==> config.mk <==
export PLATFORM = sky130hd
export DESIGN_NAME = acf_ram
export DESIGN_NICKNAME = d
export VERILOG_FILES = /design/src/acf_ram.sv
export SDC_FILE = /design/constraint.sdc
export NUM_CORES = 1
export LEC_CHECK = 0
export BUFFER_PORTS_ARGS = -buffer_cell sky130_fd_sc_hd__buf_2
export CAP_MARGIN = 0
export CORE_ASPECT_RATIO = 0.7
export CORE_UTILIZATION = 45
export CTS_CLUSTER_DIAMETER = 200
export DETAILED_ROUTE_END_ITERATION = 10
export GPL_ROUTABILITY_DRIVEN = 0
export RECOVER_POWER = 50
export SYNTH_ARGS = -nofsm -noshare
export SYNTH_HDL_FRONTEND = slang
export SYNTH_SLANG_ARGS = --single-unit
==> constraint.sdc <==
create_clock -name clk -period 5.3 [get_ports clk]
set_input_delay 0.53 -clock clk [delete_from_list [all_inputs] [get_ports clk]]
set_output_delay 0.53 -clock clk [all_outputs]
set_load 0.03 [all_outputs]
==> src/acf_ram.sv <==
// ----------------------------------------------------------------------------
// acf_ram: generic single-port RAM
// One write or read per cycle, registered read data.
// ----------------------------------------------------------------------------
module acf_ram #(
	parameter int Width = 8,
	parameter int Depth = 16
) (
	input  logic                     clk,
	input  logic                     we,
	input  logic [$clog2(Depth)-1:0] addr,
	input  logic [Width-1:0]         wdata,
	output logic [Width-1:0]         rdata
);
	logic [Width-1:0] mem [Depth];

	always_ff @(posedge clk) begin
		if (we) begin
			mem[addr] <= wdata;
		end
		rdata <= mem[addr];
	end
endmodule

==> impl_metrics.csv <==
group,metric,value,unit
cells_and_area,area_growth,16.15,%
drt,wl_met3,797,µm
cts,cts_resized,0,
drt,wl_per_cell,23.87,µm
cts,clock_latency,420,ps
cells_and_area,fill_cells,888,
yosys,synth_edf_count,128,
cells_and_area,drive_above_1_share,23.91,%
cells_and_area,stdcell_count,429,
cts,post_cts_buffers,0,
drt,routed_wl,10240,µm
hold_path,min_path_type,"reg -> reg",
sta,timing.slew.headroom,-51.68,%
grt,grt_max_degree,40,
floorplan,dieWidth,128.8,µm
power,cellPowerDensity,420.0,nW/µm²
cts,cts-root-buf,"clkbuf_16",
setup_path,worstPathCellList,"clkbuf_1 -> nand2_1 -> nor2_1",
yosys,synth_area,5067,µm²
yosys,async_reset_ff_share,0,%
setup_path,critPathKind,"in -> reg",
drt,route.detailed.drc,0,
grt,track_usage,19.37,%
setup_path,critPathMaxFanout,39,
yosys,synth_top_cells_by_area,"edfxtp_1 (76%), mux4_2 (14%), dfxtp_1 (3.2%), a22oi_1 (2.4%), nor2_1 (0.96%)",
power,power,2.472,mW
setup_path,cp-start-kind,"input pin",
setup_path,r2r-start,"mem[3][4]",
hold_path,min_path_cells,3,
cells_and_area,final_util,53.65,%
yosys,synth_cell_types,18,
hold_path,whs_endpoint,"rdata[4]",
grt,grt_pass1_vias,2328,
sta,finalHoldViolCount,0,
power,power_leakage,1.861,nW
cts,htree_levels,4,
drt,num_vias,2347,
hold_path,min_from,"mem[15][4]",
yosys,synth_cells,230,
setup_path,cp.arrival,3320,ps
drt,maxUsedRoutingLayer,"met4",
yosys,seq_area_frac_synth,79.01,%
cts,hold_buffers,0,
placement,dp_hpwl,6282,µm
cells_and_area,regArea,4004,µm²
yosys,synth_top_cell_by_area,"edfxtp_1",
yosys,ys.flop_type,"edfxtp_1",
yosys,synth.avg_cell_area,22.03,µm²
yosys,synth_top_area_share,75.85,%
yosys,synth_top_cells_by_count,"edfxtp_1 (128), mux4_2 (32), a22oi_1 (16), nor2_1 (13), nand2_1 (9)",
placement,io_buffer_count,21,
drt,vias_per_cell,5.471,
drt,ant_nets,0,
cts,cts_tree,"built",
grt,antenna_found_initial,0,
drt,dr.first_iter.drc_count,227,
sta,min_period_over_period,62.08,%
sta,skew,9.734,ps
cells_and_area,diodes,0,
sta,slew_violations,40,
setup_path,worst_path_largest_cell_delay,1580,ps
sta,final-setup-viol-count,0,
drt,first_pass_iters,4,
cts,clk_path_buf_depth,2,
yosys,ys_ff_latch,136,
floorplan,core,10970,µm²
setup_path,cp.required,5330,ps
sta,fmax,303.9,MHz
grt,overflow,0,
setup_path,worstReg2RegEnd,"rdata[4]",
grt,grt_pass1_wl,15220,µm
yosys,yosys.cell_count.top_type,"edfxtp_1",
sta,rsz0062_at_grt,"false",
cells_and_area,fin_nets,277,
floorplan,start_util,46.19,%
status,status,"complete, but fails checks",
drt,wl_met1,4805,µm
cts,cts_inserted_buffers,17,
setup_path,crit_buf_inv,1,
floorplan,die_y,90.79,µm
power,vdd_ir_drop_max,0.0002939,V
cts,cts_sinks,136,
drt,dr_wl_met2,4550,µm
yosys,yosysWarningCount,0,
setup_path,worst_path_max_delay_cell,"clkbuf_1",
setup_path,r2r_cells,3,
status,failed_checks,"max-capacitance violations, max-slew violations",
sta,tns,0,ps
cells_and_area,multi_input_area,1008,µm²
setup_path,critical_path.endpoint_type,"register",
setup_path,rrSetupSlack,3960,ps
sta,worst-slew-pin-transition,2275,ps
floorplan,dieArea,11700,µm²
setup_path,crit_family,"buffers and inverters",
floorplan,num_rows,32,
placement,dp.cells,397,
floorplan,ios,22,
sta,timing.final.crit_period,3290,ps
flow_run,drv_cap,1,
cts,path_clk_slew,50,ps
yosys,syn_nets,244,
## stage by stage
stage	setup slack (ps)	cell area, µm²	hold slack, ps
6_report	2010	5886	673.5
3_3_place_gp	2655	5334	653.9
2_1_floorplan	3277	5067	628.9
3_5_place_dp	2604	5334	652.0
4_1_cts	3036	5903	523.0
5_1_grt	1780	5886	692.5
## power by group
part           switching [mW]  leakage (nW)  internal, mW
Combinational          0.0796         0.368        0.0427
Sequential            0.00844          1.22          1.20
Clock                   0.410         0.269         0.727
Total                   0.498          1.86          1.97
## placed cells by master (no fill, tap or decap)
master / count
and2_1: 1
clkbuf_1: 19
clkinvlp_4: 2
nand2b_1: 2
mux4_2: 32
nand3b_1: 2
nor3_1: 3
nor3_2: 1
dfxtp_1: 8
buf_4: 3
nor2b_1: 2
buf_2: 6
bufinv_16: 3
or3b_2: 1
clkinv_2: 1
clkinv_1: 6
clkbuf_16: 17
edfxtp_1: 128
a22oi_1: 16
nand2_1: 9
nor2_1: 13
nand3_1: 1
## sequential cells by signal, summed over array words and instances (netlist names)
register	flops
mem	128
rdata	8
## worst min-delay path: stages (launching register included)
cell and delay, ps:
edfxtp_1 320, mux4_2 220, a22oi_1 60, nand2_1 50
## final cells by class
type | count | share of cell area (%)
clock buffers | 20 | 7.419
multi-input cells | 83 | 17.13
flip-flops and latches | 136 | 68.03
clock inverters | 12 | 2.253
repair buffers | 25 | 1.913
well taps | 153 | 3.253
## logic make-up after synthesis
family / synth area share (%)
AOI/OAI and AO/OA: 2.370
buffers and inverters: 1.185
DFF: 79.01
muxes: 14.22
and+or+nand+nor: 3.210
## worst max path at each step
stage / depth (start not counted) / startpoint / endpoint / slack (ps)
after floorplan: 2 / addr[2] / mem[0][0] / 3280
after global placement: 3 / addr[2] / mem[0][3] / 2650
after detailed placement: 3 / addr[1] / mem[11][3] / 2600
after CTS: 3 / addr[1] / mem[11][6] / 3040
after global routing: 3 / addr[1] / mem[11][4] / 1780
final: 3 / addr[1] / mem[11][6] / 2010
## per-layer routing
layer  vias up  track usage, %
li1       1029               -
met1      1221           30.27
met2        89           25.81
met3         8           5.213
met4         0           7.255
met5         -               0
Note: power is estimated with default switching activity, not from simulation.
