**src/acf_pkg.sv**
```systemverilog
// ----------------------------------------------------------------------------
// acf_pkg: shared constants and types for the autocorrelation unit
// Widths, depths and the state machine encoding.
// ----------------------------------------------------------------------------
package acf_pkg;
	localparam int MaxSamples  = 4096;
	localparam int MaxLags     = 64;
	localparam int SampleWidth = 24;
	localparam int AddrW       = $clog2(MaxSamples);
	localparam int CntW        = AddrW + 1;
	localparam int LagW        = $clog2(MaxLags);
	localparam int LagCntW     = LagW + 1;
	localparam int SumW        = SampleWidth + CntW;
	localparam int DevW        = SampleWidth + 2;
	localparam int AccW        = 2 * DevW + CntW;
	localparam int AcfW        = 48;
	localparam int MsW         = 47;
	localparam int IntW        = 64;

	localparam logic [1:0] RegNumLags = 2'd0;
	localparam logic [1:0] RegStep    = 2'd1;
	localparam logic [1:0] RegCutoff  = 2'd2;

	typedef enum logic [9:0] {
		ST_LOAD  = 10'b0000000001,
		ST_MEAN  = 10'b0000000010,
		ST_RD    = 10'b0000000100,
		ST_MAC   = 10'b0000001000,
		ST_WB    = 10'b0000010000,
		ST_DIV   = 10'b0000100000,
		ST_CUT   = 10'b0001000000,
		ST_INTG  = 10'b0010000000,
		ST_EMIT  = 10'b0100000000,
		ST_MS    = 10'b1000000000
	} state_t;

	typedef struct packed {
		logic          start;
		logic          busy;
		logic          done;
	} div_ctl_t;
endpackage

```
**src/acf_div.sv**
```systemverilog
// ----------------------------------------------------------------------------
// acf_div: signed restoring divider, truncating toward zero
// One quotient bit per cycle over the dividend width.
// ----------------------------------------------------------------------------
module acf_div
	import acf_pkg::*;
(
	input  logic                   clk,
	input  logic                   arst_n,
	input  logic                   start,
	input  logic signed [AccW-1:0] dividend,
	input  logic [CntW-1:0]        divisor,
	output logic                   done,
	output logic signed [AccW-1:0] quotient
);
	localparam int BitW = $clog2(AccW + 1);

	logic [AccW-1:0] q_q;
	logic [CntW:0]   r_q;
	logic [CntW-1:0] d_q;
	logic [BitW-1:0] cnt_q;
	logic            neg_q;
	logic            busy_q;
	logic [CntW:0]   r_sh;
	logic [CntW:0]   r_sub;

	assign r_sh  = {r_q[CntW-1:0], q_q[AccW-1]};
	assign r_sub = r_sh - {1'b0, d_q};

	always_ff @(posedge clk or negedge arst_n) begin
		if (!arst_n) begin
			busy_q <= 1'b0;
			done   <= 1'b0;
			cnt_q  <= '0;
		end else begin
			done <= 1'b0;
			if (start) begin
				busy_q <= 1'b1;
				cnt_q  <= BitW'(AccW);
			end else if (busy_q) begin
				cnt_q <= cnt_q - 1'b1;
				if (cnt_q == BitW'(1)) begin
					busy_q <= 1'b0;
					done   <= 1'b1;
				end
			end
		end
	end

	always_ff @(posedge clk) begin
		if (start) begin
			neg_q <= dividend[AccW-1];
			q_q   <= dividend[AccW-1] ? AccW'(-dividend) : AccW'(dividend);
			r_q   <= '0;
			d_q   <= divisor;
		end else if (busy_q) begin
			if (!r_sub[CntW]) begin
				r_q <= r_sub;
				q_q <= {q_q[AccW-2:0], 1'b1};
			end else begin
				r_q <= r_sh;
				q_q <= {q_q[AccW-2:0], 1'b0};
			end
		end
	end

	assign quotient = neg_q ? -$signed(q_q) : $signed(q_q);
endmodule

```
**config.mk**
```make
export PLATFORM = sky130hd
export DESIGN_NAME = acf_div
export DESIGN_NICKNAME = d
export VERILOG_FILES = /design/src/acf_pkg.sv /design/src/acf_div.sv
export SDC_FILE = /design/constraint.sdc
export NUM_CORES = 1
export LEC_CHECK = 0
export BUFFER_PORTS_ARGS = -buffer_cell sky130_fd_sc_hd__buf_2
export CAP_MARGIN = 20
export CORE_MARGIN = 5
export CORE_UTILIZATION = 40
export DETAILED_ROUTE_END_ITERATION = 10
export PLACE_DENSITY_LB_ADDON = 0.2
export SKIP_LAST_GASP = 1
export SLEW_MARGIN = 5
export SYNTH_ARGS = -nofsm -noshare
export SYNTH_HDL_FRONTEND = slang
export SYNTH_SLANG_ARGS = --single-unit
```
**constraint.sdc**
```tcl
create_clock -name clk -period 3.7 [get_ports clk]
set_input_delay 0.74 -clock clk [delete_from_list [all_inputs] [get_ports clk]]
set_output_delay 0.74 -clock clk [all_outputs]
set_load 0.02 [all_outputs]
```
==> results.tsv, run 1 <==
stage	metric	value	unit
logic_synthesis	ys.flop_type	edfxtp_1	
cts	tritoncts	built	
timing	fmax	0.262	GHz
run_status	violations	negative setup slack	
drt	drt_iter0_markers	560	
power	p_leak	3.64	nW
drt	vias	7430	
final_layout	fin_nets	1136	
critical_path	required	2960	ps
power	max-vdd-ir-drop	259	uV
floorplan	die_x	150	um
grt	grt_overflow	0	
place	io_buffer_count	146	
grt	grt_pass1_vias	6656	
critical_path	path_class	flop to primary output	
grt	grt_pass1_wl	36600	um
run_status	status	finished with violations	
floorplan	coreArea	19400	um2
timing	period_share	103	%
timing	rsz0062_at_grt	true	
run	drv_cap	0	
power	finalPower	4.76	mW
timing	setup_viol	8	
grt	track_usage	20.6	%
power	powerDensity	498	nW/um2
final_layout	drive_gt1_share	24.0	%
place	place_area	9040	um2
timing	slew_headroom	40.3	%
final_layout	antenna_cells	0	
drt	routed_wl	23800	um
place	pre_cts_ws	-9.73	ps
place	place.gp.congestion	0.888	
floorplan	die_y	150	um
timing	hold_viol	0	
critical_path	crit_path_end_kind	primary output	
critical_path	start_kind	flop	
cts	clock-sinks	101	
final_layout	stdcell_area	9570	um2
cts	cts.clk_slew.worst_paths	70	ps
floorplan	dieArea	22600	um2
place	dp.final_hpwl	17800	um
floorplan	io_pins	147	
logic_synthesis	ys_warn_count	0	
place	dpl.cell_count	1285	
logic_synthesis	synth-async-reset-ratio	8.91	%
logic_synthesis	seq_area_frac_synth	36.3	%
grt	antenna_found_initial	0	
cts	clk_latency	350	ps
critical_path	cpMaxStageDelayCell	or4_1	
timing	tightest_slew	887	ps
critical_path	cpMostUsedCell	or3_4	
drt	wl_per_cell	18.2	um
cts	root_buffer	clkbuf_16	
drt	via_per_inst	5.68	
critical_path	worst-path-max-fanout	5	
cts	numCtsBuffers	9	
cts	htree_levels	3	
timing	min_period	3820	ps
worst_hold_path	worst_hold_path_type	primary input to asynchronous set/reset pin	
logic_synthesis	synth_cells	886	
grt	grt_start_max_net_pins	92	
critical_path	r2r_setup_slack	710	ps
final_layout	fin_util	49.3	%
floorplan	initial_core_util	40.6	%
timing	setup_slack	-116	ps
timing	clock-skew-final	9.45	ps
logic_synthesis	synth.avg_cell_area	8.89	um2
drt	ant_nets	0	
floorplan	fp-row-count	51	
drt	dr.pass1.iters	7	
final_layout	area_growth	21.5	%
critical_path	cp_cell_sequence	or4_1 > or4_4 > or3_4 > or3_4 > o41ai_4 > xnor2_1 > buf_4	
critical_path	critical_path_arrival	3080	ps
cts	holdBufCountCts	0	
timing	slew_violations	0	
final_layout	final_cell_mix	buf_2, nor2_1, edfxtp_1	
drt	drc	0	
logic_synthesis	ys_types	62	
cts	cts_max_path_buffers	2	
logic_synthesis	synth_seq_cells	101	
logic_synthesis	syn_area	7870	um2
final_layout	final_common_cell	buf_2	
final_layout	final_cells	1307	
logic_synthesis	synth_edf_count	79	
logic_synthesis	syn_nets	985	
critical_path	cp_slowest_stage_delay	520	ps
## final cells by class
cell class / instances / area (um2)
fillers: 1948 / 9830
multi-input cells: 712 / 4860
flip-flops and latches: 101 / 2860
repair buffers: 186 / 1100
well taps: 265 / 332
clock buffers: 12 / 246
inverters: 27 / 101
clock inverters: 4 / 71.3
## stage by stage
step / hold slack, ps / setup TNS [ps]
after global routing: 234 / -3250
after CTS: 218 / -856
after detailed placement: 503 / -9.73
after floorplan: 444 / 0
final: 232 / -677
after global placement: 494 / 0
## critical path, delay by kind of cell (launching register included)
family,cells,cell delay [ps]
AND/OR/NAND/NOR,4,1790
buffers and inverters,1,170
AO/OA/AOI/OAI,1,230
flip-flops,1,390
XOR/XNOR,1,160
## Yosys cell counts (3+ instances only)
master / instances / share of area [%]
o31ai_1: 39 / 3.7
dfxtp_1: 13 / 3.3
o311ai_0: 5 / 0.56
dfrtp_1: 9 / 2.9
nor2b_1: 4 / 0.32
nor2_1: 102 / 4.9
o41ai_1: 26 / 2.9
or3_4: 3 / 0.43
nand4_1: 21 / 1.7
or3_1: 25 / 2.0
a41oi_1: 5 / 0.56
inv_1: 27 / 1.3
and2_1: 3 / 0.24
a311oi_1: 8 / 0.89
nand2b_1: 11 / 0.87
nor4_1: 12 / 0.95
xnor2_1: 75 / 8.3
a31oi_1: 3 / 0.24
ha_1: 17 / 2.7
a21o_1: 4 / 0.38
xor2_1: 57 / 6.3
clkbuf_1: 39 / 1.9
mux2_2: 8 / 1.1
nor3_1: 21 / 1.3
o21ai_0: 46 / 2.9
or4_1: 22 / 2.1
o21a_1: 5 / 0.48
nand2_1: 51 / 2.4
or2_2: 9 / 0.72
buf_1: 6 / 0.29
nand3_1: 18 / 1.1
mux2i_1: 3 / 0.38
a211oi_1: 3 / 0.29
nor4_2: 4 / 0.64
edfxtp_1: 79 / 30
a21oi_1: 68 / 4.3
and3_1: 5 / 0.40
## flip-flops by register name (all words and copies together), names as in the netlist
| signal | cells |
|---|---|
| done | 1 |
| d_q | 13 |
| busy_q | 1 |
| r_q | 13 |
| q_q | 65 |
| neg_q | 1 |
| cnt_q | 7 |
## per-layer routing
metal	track usage (%)	share of wire, %	up-vias
met4	7.18	2.3	0
met1	30.0	47	3504
li1	-	-	3634
met2	31.5	44	256
met5	0	0	-
met3	2.83	6.3	36
## logic make-up after synthesis
| group | synth area share (%) |
|---|---|
| XOR/XNOR | 14.7 |
| AND/OR/NAND/NOR | 21.4 |
| flip-flops | 36.3 |
| AO/OA/AOI/OAI | 19.6 |
| adder cells (fa/ha/maj) | 2.96 |
| buffers and inverters | 3.53 |
| multiplexers | 1.53 |
## timing repair
item / in CTS / in global routing
setup buffers: 5 / 1
hold endpoints to repair: 0 / 0
pin swaps: 6 / 3
endpoints found under the setup margin: 23 / 33
resized for setup: 14 / 31
## where the power goes
group / switching, mW / internal [mW] / total (mW)
clock network: 0.426 / 0.611 / 1.04
registers: 0.270 / 1.52 / 1.79
logic: 1.14 / 0.797 / 1.94
total: 1.83 / 2.93 / 4.76
## final timing paths
path | cells after the start | from | end
max in group asynchronous | 1 | arst_n | cnt_q[2]
max reg2reg | 8 | d_q[3] | q_q[0]
min reg2reg | 2 | r_q[6] | r_q[6]
max | 7 | q_q[24] | quotient[41]
min | 1 | arst_n | cnt_q[1]
min in group clk | 2 | r_q[6] | r_q[6]
Power figures use the tool's default switching activity.
==> run 2: changes to the inputs <==
--- a/config.mk
+++ b/config.mk
@@ -16,3 +16,4 @@
 export SYNTH_ARGS = -nofsm -noshare
 export SYNTH_HDL_FRONTEND = slang
 export SYNTH_SLANG_ARGS = --single-unit
+export TNS_END_PERCENT = 5
==> run 2 against run 1 <==
Net effect:
- the flow still finishes with violations (negative setup slack)
- clock-buffer cell count unchanged
- critical path type unchanged
- worst setup slack got worse by 90 ps
- largest power group unchanged
- final area decreased by 1.3%
- final cell count decreased by 0.23%
- sequential cell count unchanged
- wire length decreased by 0.25%
- via count decreased by 0.57%
==> results.tsv, run 2 (synthesis results as in run 1) <==
stage	metric	value	unit
run_status	status	finished with violations	
run_status	violations	negative setup slack	
place	dp.final_hpwl	17800	um
timing	clock-skew-final	8.28	ps
timing	setup_viol	17	
timing	period_share	106	%
critical_path	cp_cell_sequence	or4_1 > or4_4 > nor4_4 > buf_4 > nand3_1 > o31ai_1 > xnor2_1 > buf_2	
drt	drc	0	
timing	fmax	0.256	GHz
grt	grt_overflow	0	
drt	ant_nets	0	
place	place_area	9040	um2
critical_path	cpMaxStageDelayCell	or4_1	
place	dpl.cell_count	1285	
power	p_sw_share	38.6	%
cts	htree_levels	3	
timing	slew_headroom	43.0	%
final_layout	final_cells	1304	
final_layout	multi_input_area	4800	um2
power	clkPwrFrac	21.9	%
cts	holdBufCountCts	0	
power	internal_power	2.90	mW
timing	tightest_slew	855	ps
critical_path	required	2960	ps
floorplan	io_pins	147	
drt	wl_per_cell	18.2	um
floorplan	dieArea	22600	um2
cts	cts.clk_slew.worst_paths	70	ps
place	place.gp.congestion	0.888	
grt	track_usage	20.6	%
final_layout	stdcell_area	9440	um2
power	max-vdd-ir-drop	259	uV
power	pwr-share-seq	37.8	%
cts	clock-sinks	101	
grt	grt_pass1_vias	6651	
final_layout	final.fill_count	1960	
critical_path	worst-path-max-fanout	6	
drt	dr.pass1.iters	5	
final_layout	antenna_cells	0	
floorplan	die_x	150	um
cts	numCtsBuffers	9	
place	io_buffer_count	146	
run	drv_cap	0	
grt	grt_start_max_net_pins	92	
final_layout	seq_area	2860	um2
floorplan	coreArea	19400	um2
drt	drt_iter0_markers	524	
grt	grt_pass1_wl	36600	um
power	comb_power_share	40.3	%
cts	tritoncts	built	
timing	hold_viol	0	
critical_path	critical_path_buf_inv_count	2	
drt	routed_wl	23700	um
timing	setup_tns	-1570	ps
floorplan	die_y	150	um
timing	rsz0062_at_grt	true	
final_layout	reg_top3	q_q x65, d_q x13, r_q x13	
power	p_leak	3.61	nW
final_layout	final_cell_mix	buf_2, nor2_1, edfxtp_1	
place	pre_cts_ws	-9.73	ps
critical_path	path_class	flop to primary output	
critical_path	critical_path_arrival	3170	ps
power	powerDensity	501	nW/um2
final_layout	drive_gt1_share	22.8	%
critical_path	cp_slowest_stage_delay	520	ps
grt	antenna_found_initial	0	
cts	root_buffer	clkbuf_16	
drt	vias	7388	
cts	cts_max_path_buffers	2	
worst_hold_path	worst_hold_path_type	primary input to asynchronous set/reset pin	
critical_path	crit_path_end_kind	primary output	
drt	via_per_inst	5.67	
critical_path	start_kind	flop	
floorplan	fp-row-count	51	
final_layout	final_common_cell	buf_2	
timing	min_period	3910	ps
final_layout	fin_nets	1133	
timing	setup_slack	-205	ps
power	power.switching	1.82	mW
timing	slew_violations	0	
cts	clk_latency	350	ps
final_layout	largest_reg_flops	65	
critical_path	path_delay_family	simple AND/OR/NAND/NOR gates	
final_layout	area_growth	19.9	%
floorplan	initial_core_util	40.6	%
final_layout	largest_register	q_q	
## run 2: cell types whose count changed in the layout (fill, tap and decap cells not counted), sizes merged
cell,delta
buf,-3
## run 2: path summary, 6_finish.rpt
check | slack, ps | start | cells after the start | end
max | -210 | q_q[24] | 8 | quotient[50]
min | 230 | arst_n | 1 | cnt_q[1]
max reg2reg | 700 | d_q[3] | 8 | q_q[0]
min reg2reg | 520 | r_q[6] | 2 | r_q[6]
max in group asynchronous | 3280 | arst_n | 1 | cnt_q[2]
min in group clk | 520 | r_q[6] | 2 | r_q[6]
## run 2: area by class of cell
| cell class | instances | area share (%) |
|---|---|---|
| timing repair buffer | 183 | 11.0 |
| multi-input combinational | 712 | 50.8 |
| inverter | 27 | 1.07 |
| sequential | 101 | 30.3 |
| tap | 265 | 3.51 |
| clock inverter | 4 | 0.755 |
| clock buffer | 12 | 2.61 |
## run 2: metal layers
layer	vias up	share of wire (%)	routed length, um	track usage, %
met5	-	0	0	0
met4	0	2.4	570	7.18
met3	38	5.6	1320	2.83
met2	242	44	10500	31.4
met1	3484	48	11300	30.0
li1	3624	-	-	-
## run 2: per-stage QoR
step / total power [mW] / utilization, % / hold WS, ps
detailed placement: 3.69 / 46.6 / 503
floorplan: 3.06 / - / 444
CTS: 4.74 / 48.5 / 218
finish: 4.73 / 48.7 / 232
global route: 5.03 / 48.7 / 234
global placement: 3.68 / 46.6 / 494
## run 2: worst reg2reg max path: cells and delay by family, from the launching register on
kind                     cells  cell delay (ps)
AO/OA/AOI/OAI                4             1200
AND/OR/NAND/NOR              2              820
flip-flops                   1              380
adder cells (fa/ha/maj)      1              260
buffers and inverters        1               70
## run 2: power by group through the flow
stage	Combinational [mW]	Sequential (mW)	Clock, mW
2_1_floorplan	1.32	1.74	0
3_3_place_gp	1.88	1.80	0
3_5_place_dp	1.89	1.80	0
4_1_cts	1.91	1.78	1.06
5_1_grt	2.10	1.82	1.11
6_report	1.90	1.79	1.04
## run 2: what timing repair did
action / 4_1_cts / 5_1_grt
pin swaps: 2 / 1
setup buffers: 3 / 0
resized for setup: 3 / 7
setup endpoints to repair: 23 / 30
